[src/sv/aprg_pkg.sv]
`default_nettype none
// ----------------------------------------------------------------------------
// aprg_pkg: shared types, constants and gamma table builder
// Payload structs, stage enables and the elaboration-time gamma table used by
// the accumulated pixel resolve pipeline.
// ----------------------------------------------------------------------------
package aprg_pkg;

  localparam int FRAC_BITS_DEF        = 16;
  localparam int GAMMA_INDEX_BITS_DEF = 10;
  localparam int GAMMA_INDEX_BITS_MAX = 12;
  localparam int GAMMA_MAX_ENTRIES    = 1 << GAMMA_INDEX_BITS_MAX;

  localparam int SUM_W   = 32;
  localparam int INV_W   = 17;
  localparam int BYTE_W  = 8;
  localparam int PIXEL_W = 24;

  localparam logic [INV_W-1:0] INV_RESET = 17'h10000;

  // Wide enough for (2k+1)^11 * m^5 with k < 256 and m < 4096.
  localparam int BIG_W = 192;

  typedef struct packed {
    logic signed [SUM_W-1:0] sum_red;
    logic signed [SUM_W-1:0] sum_green;
    logic signed [SUM_W-1:0] sum_blue;
    logic                    frame_end;
  } in_req_t;

  typedef struct packed {
    logic [PIXEL_W-1:0] packed_pixel;
    logic               frame_end_out;
  } out_req_t;

  typedef struct packed {
    logic mul_en;
    logic idx_en;
    logic rom_en;
  } stage_en_t;

  // Entry i holds round(255 * (i/m)^(5/11)) with ties up, m = 2^index_bits - 1.
  // The byte k is the largest one with ((2k-1)/510)^11 <= (i/m)^5, checked in
  // exact integer arithmetic. Evaluated at elaboration only.
  function automatic logic [BYTE_W*GAMMA_MAX_ENTRIES-1:0] build_gamma(input int index_bits);
    logic [BYTE_W*GAMMA_MAX_ENTRIES-1:0] rom;
    logic [BIG_W-1:0] lhs;
    logic [BIG_W-1:0] rhs;
    logic [BIG_W-1:0] mpow5;
    int unsigned      m;
    int unsigned      n;
    int unsigned      k;
    int unsigned      i;
    int unsigned      j;
    bit               go;
    rom   = '0;
    n     = 32'd1 << index_bits;
    m     = n - 32'd1;
    k     = 0;
    mpow5 = BIG_W'(1);
    for (j = 0; j < 5; j++) mpow5 = mpow5 * BIG_W'(m);
    for (i = 0; i < n; i++) begin
      rhs = BIG_W'(1);
      for (j = 0; j < 5; j++) rhs = rhs * BIG_W'(i);
      for (j = 0; j < 11; j++) rhs = rhs * BIG_W'(510);
      go = 1'b1;
      while (go) begin
        if (k >= 255) begin
          go = 1'b0;
        end else begin
          lhs = BIG_W'(1);
          for (j = 0; j < 11; j++) lhs = lhs * BIG_W'(2 * k + 1);
          lhs = lhs * mpow5;
          if (lhs <= rhs) k = k + 1;
          else go = 1'b0;
        end
      end
      rom[i*BYTE_W +: BYTE_W] = BYTE_W'(k);
    end
    return rom;
  endfunction

endpackage
`default_nettype wire

[src/sv/aprg_rom.sv]
`default_nettype none
// ----------------------------------------------------------------------------
// aprg_rom: gamma lookup table
// Constant table of 2^GAMMA_INDEX_BITS bytes with a registered read port.
// ----------------------------------------------------------------------------
module aprg_rom #(
  parameter int GAMMA_INDEX_BITS = aprg_pkg::GAMMA_INDEX_BITS_DEF
) (
  input  wire logic                        clk,
  input  wire logic                        rd_en,
  input  wire logic [GAMMA_INDEX_BITS-1:0] rd_idx,
  output logic      [aprg_pkg::BYTE_W-1:0] rd_data
);

  localparam int ENTRIES = 1 << GAMMA_INDEX_BITS;
  localparam int ROM_W   = aprg_pkg::BYTE_W * ENTRIES;
  localparam logic [ROM_W-1:0] GAMMA_ROM = ROM_W'(aprg_pkg::build_gamma(GAMMA_INDEX_BITS));

  logic [aprg_pkg::BYTE_W-1:0] data_r;

  always_ff @(posedge clk) begin
    if (rd_en) begin
      data_r <= GAMMA_ROM[{rd_idx, 3'b000} +: aprg_pkg::BYTE_W];
    end
  end

  assign rd_data = data_r;

endmodule
`default_nettype wire

[src/sv/aprg_chan.sv]
`default_nettype none
// ----------------------------------------------------------------------------
// aprg_chan: one color channel lane
// Scales the channel sum, clamps it to [0, 1], forms the table index and
// looks up the gamma corrected byte.
// ----------------------------------------------------------------------------
module aprg_chan #(
  parameter int FRAC_BITS        = aprg_pkg::FRAC_BITS_DEF,
  parameter int GAMMA_INDEX_BITS = aprg_pkg::GAMMA_INDEX_BITS_DEF
) (
  input  wire logic                               clk,
  input  wire aprg_pkg::stage_en_t                en,
  input  wire logic signed [aprg_pkg::SUM_W-1:0]  sum,
  input  wire logic        [aprg_pkg::INV_W-1:0]  inv,
  output logic             [aprg_pkg::BYTE_W-1:0] chan_byte
);

  localparam int PROD_FRAC = FRAC_BITS + 16;
  localparam int PROD_W    = aprg_pkg::SUM_W + aprg_pkg::INV_W;
  localparam int X_W       = PROD_FRAC + 1;
  localparam int SCALED_W  = PROD_FRAC + GAMMA_INDEX_BITS + 1;

  localparam logic [PROD_W-1:0]   ONE_P  = PROD_W'(1) << PROD_FRAC;
  localparam logic [X_W-1:0]      ONE_X  = X_W'(1) << PROD_FRAC;
  localparam logic [SCALED_W-1:0] HALF_S = SCALED_W'(1) << (PROD_FRAC - 1);

  logic signed [PROD_W-1:0]           sum_ext;
  logic signed [PROD_W-1:0]           inv_ext;
  logic        [PROD_W-1:0]           prod_nxt;
  logic        [PROD_W-1:0]           prod_r;
  logic        [X_W-1:0]              x;
  logic        [SCALED_W-1:0]         scaled;
  logic        [GAMMA_INDEX_BITS-1:0] idx_nxt;
  logic        [GAMMA_INDEX_BITS-1:0] idx_r;

  always_comb begin
    sum_ext  = PROD_W'(sum);
    inv_ext  = PROD_W'({1'b0, inv});
    prod_nxt = sum_ext * inv_ext;
  end

  // Clamp to [0, 1], then idx = round(x * (2^G - 1)) using a shift and subtract.
  always_comb begin
    if (prod_r[PROD_W-1] || (prod_r == '0)) begin
      x = '0;
    end else if (prod_r >= ONE_P) begin
      x = ONE_X;
    end else begin
      x = prod_r[X_W-1:0];
    end
    scaled  = (SCALED_W'(x) << GAMMA_INDEX_BITS) - SCALED_W'(x) + HALF_S;
    idx_nxt = scaled[PROD_FRAC+GAMMA_INDEX_BITS-1:PROD_FRAC];
  end

  always_ff @(posedge clk) begin
    if (en.mul_en) begin
      prod_r <= prod_nxt;
    end
    if (en.idx_en) begin
      idx_r <= idx_nxt;
    end
  end

  aprg_rom #(
    .GAMMA_INDEX_BITS(GAMMA_INDEX_BITS)
  ) u_rom (
    .clk    (clk),
    .rd_en  (en.rom_en),
    .rd_idx (idx_r),
    .rd_data(chan_byte)
  );

endmodule
`default_nettype wire

[config.mk]
export PLATFORM = sky130hd
export DESIGN_NAME = aprg_chan
export DESIGN_NICKNAME = d
export VERILOG_FILES = /design/src/sv/aprg_pkg.sv /design/src/sv/aprg_rom.sv /design/src/sv/aprg_chan.sv
export SDC_FILE = /design/constraint.sdc
export NUM_CORES = 2
export LEC_CHECK = 0
export BUFFER_PORTS_ARGS = -buffer_cell sky130_fd_sc_hd__buf_2
export CAP_MARGIN = 30
export CORE_MARGIN = 4
export CORE_UTILIZATION = 25
export CTS_BUF_LIST = sky130_fd_sc_hd__clkbuf_2
export DETAILED_ROUTE_END_ITERATION = 8
export PLACE_DENSITY = 0.39
export SYNTH_ARGS = -nofsm -noshare
export SYNTH_HDL_FRONTEND = slang
export SYNTH_SLANG_ARGS = --single-unit
[constraint.sdc]
create_clock -name clk -period 8.8 [get_ports clk]
set_clock_uncertainty 0.15 [all_clocks]
set_input_delay 1.76 -clock clk [delete_from_list [all_inputs] [get_ports clk]]
set_output_delay 1.76 -clock clk [all_outputs]
set_load 0.01 [all_outputs]
==> results_dict.tcl <==
set metrics [dict create \
    status "completed" \
    area_growth_syn_to_layout_pct 7.78 \
    dieHeight_um 327 \
    tritoncts "yes" \
    syn_nets 3672 \
    cts_hold_buf 0 \
    synth_top_area_share_pct 40.7 \
    htree_levels 3 \
    most-common-layout-cells "inv_1 (623), fa_1 (516), nand2_1 (353)" \
    criticalPathCategory "primary input to flop" \
    final_hold_viol_count 0 \
    num_vias 19312 \
    synth-seq-cells 67 \
    antenna_found_initial 4 \
    clkTransAtPathRegs_ns 0.21 \
    worstPathRequired_ns 9.03 \
    grt_util_met3_pct 1.27 \
    synth-edff-count 67 \
    startpoint "inv[7]" \
    finalCritPeriodShare_pct 90.1 \
    r2r_slack_ns 3.18 \
    route.detailed.wl_per_inst_um 18.2 \
    min_from "prod_r[31]$_DFFE_PP_" \
    globalplace.congestion 0.813 \
    crit_fanout 26 \
    maxSlewHeadroom_pct 34.8 \
    viasPerCell 4.53 \
    track_usage_pct 14.8 \
    die_area_um2 107000 \
    muxShareOfSynthArea_pct 0.818 \
    maxCapViolCount 0 \
    nFillCells 11143 \
    setup_viol 0 \
    rsz0062_at_grt "no" \
    start_util_pct 25.3 \
    whs_ns 0.682 \
    maxSlewViolCount 0 \
    synthSimpleGateAreaFrac_pct 18.1 \
    ctsResizeCount 0 \
    tns_ns 0 \
    drt_iter0_drc 1157 \
    insertion_delay_ns 0.61 \
    fmax_ghz 0.126 \
    synthesis.area_um2 25400 \
    cp-end-kind "flop" \
    synth_top_family_by_area "adder cells" \
    grt_pass1_vias 21370 \
    synthAdderAreaFrac_pct 49.5 \
    drive_gt1_share_pct 5.33 \
    met2_usage_pct 25.4 \
    top_usage_layer "met2" \
    nets 3649 \
    avgSynthCellArea_um2 8.68 \
    root_buffer "clkbuf_2" \
    max_stage_delay_ns 0.53 \
    crit_top_cell "fa_1" \
    dr.pass1.iters 5 \
    use_met1_pct 20.5 \
    period_needed_ns 7.93 \
    timing.rr.start "prod_r[43]$_DFFE_PP_" \
    postRouteAntennaNets 0 \
    synth_ff_type "edfxtp_1" \
    drt_wl_total_mm 77.6 \
    yosysSeqAreaShare_pct 7.92 \
    synth_cell_type_count 75 \
    post_cts_buffers 0 \
    yosysTopAreaCell "fa_1" \
    port_buffers 60 \
    syn_inst 2925 \
    synth_compound_area_share_pct 10.5 \
    yosys_warnings 0 \
    cp.arrival_ns 8.16 \
    clk_path_buf_depth 2 \
    start_kind "primary input" \
    hp-class "flop to flop" \
    synth_area_leaders "fa_1 (41%), inv_1 (9.2%), ha_1 (8.8%)" \
    drc 0 \
    grt-ovfl-total 0 \
    grt_max_degree 77 \
    final_common_cell "inv_1" \
    num_rows 116 \
    cts_buffers 9 \
    hpwl_mm 62.4 \
    die_x_um 327 \
    coreArea_um2 100000 \
    critPathSlowestCell "or4b_1" \
    tightest_slew_ns 0.978 \
    cts.sink_count 67 \
    async_flop_share_pct 0 \
    boundaryPins 61 \
    synth_xor_area_share_pct 1.76 \
    path_cells "buf_2 -> and2_1 -> fa_1 -> inv_1 -> fa_1 -> fa_1 -> inv_1 -> fa_1 -> fa_1 -> inv_1 -> fa_1 -> inv_1 -> ha_1 -> nand4_1 -> or4b_1 -> o211ai_1 -> or4b_4 -> a31oi_4 -> a211o_1 -> o21ai_1 -> o221ai_1 -> xnor2_1" \
    grt_first_pass_wirelength_mm 125 \
]
[synth_stat cells, drive strengths merged, types with 6 or more instances]
| master | n |
|---|---|
| inv | 624 |
| fa | 516 |
| nand2 | 353 |
| and2 | 335 |
| ha | 178 |
| clkbuf | 142 |
| nor2 | 112 |
| a21oi | 102 |
| o21ai | 75 |
| edfxtp | 67 |
| xnor2 | 37 |
| nor3 | 29 |
| a211oi | 28 |
| a21o | 28 |
| nand3 | 22 |
| o21a | 22 |
| a31oi | 20 |
| o211ai | 16 |
| nor4 | 14 |
| xor2 | 14 |
| nor2b | 13 |
| o221ai | 13 |
| a311oi | 12 |
| nand2b | 12 |
| o31ai | 10 |
| o21bai | 9 |
| nand4 | 8 |
| o22ai | 8 |
| a221oi | 7 |
| and3 | 7 |
| buf | 7 |
| or2 | 7 |
| a21boi | 6 |
| a32oi | 6 |
| mux4 | 6 |
[critical path: cells and delay by family]
| family | cells | cell delay [ns] |
|---|---|---|
| compound gates | 5 | 1.20 |
| xor+xnor | 1 | 0.16 |
| fa+ha+maj | 7 | 3.16 |
| buf+inv | 5 | 0.70 |
| simple gates | 4 | 1.14 |
[registers in the layout, summed over array words and instances (netlist names)]
signal         count
idx_r             10
prod_r            49
u_rom.rd_data      8
[final timing paths]
check             depth (start not counted)              endpoint
hold / removal                            3    idx_r[9]$_DFFE_PP_
setup / recovery                         22  prod_r[48]$_DFFE_PP_
hold reg to reg                           3    idx_r[9]$_DFFE_PP_
setup reg to reg                         17    idx_r[7]$_DFFE_PP_
[cell type report]
| class | instances | area [um^2] | area share [%] |
|---|---|---|---|
| multi-input combinational | 2084 | 20500 | 74.8 |
| inverter | 625 | 2350 | 8.57 |
| sequential | 67 | 2010 | 7.35 |
| tap | 1357 | 1700 | 6.20 |
| timing repair buffer | 115 | 738 | 2.70 |
| clock inverter | 7 | 52.6 | 0.192 |
| clock buffer | 9 | 45.0 | 0.165 |
| antenna | 1 | 2.50 | 0.00914 |
[through the flow]
stage               instances  instance area [um^2]  util, %  setup slack [ns]
floorplan                2925                 25400        -             0.832
global placement         4248                 27300     27.1             0.247
detailed placement       4248                 27300     27.1             0.157
CTS                      4264                 27400     27.2             0.929
global route             4265                 27400     27.2             0.612
finish                   4265                 27400     27.2             0.869
[cell families after synthesis]
family,count (synthesis)
simple gates,926
fa+ha+maj,694
xor+xnor,51
flops,67
compound gates,400
mux,13
buf+inv,774
[layer usage]
layer / wire [um] / part of all wire (%)
met3: 2220 / 2.9
met2: 37100 / 48
met4: 1160 / 1.5
met5: 9 / 0.012
met1: 37100 / 48
Power is not shown: default switching activity piles up to over one toggle a cycle in this logic, so the estimate is an artifact.
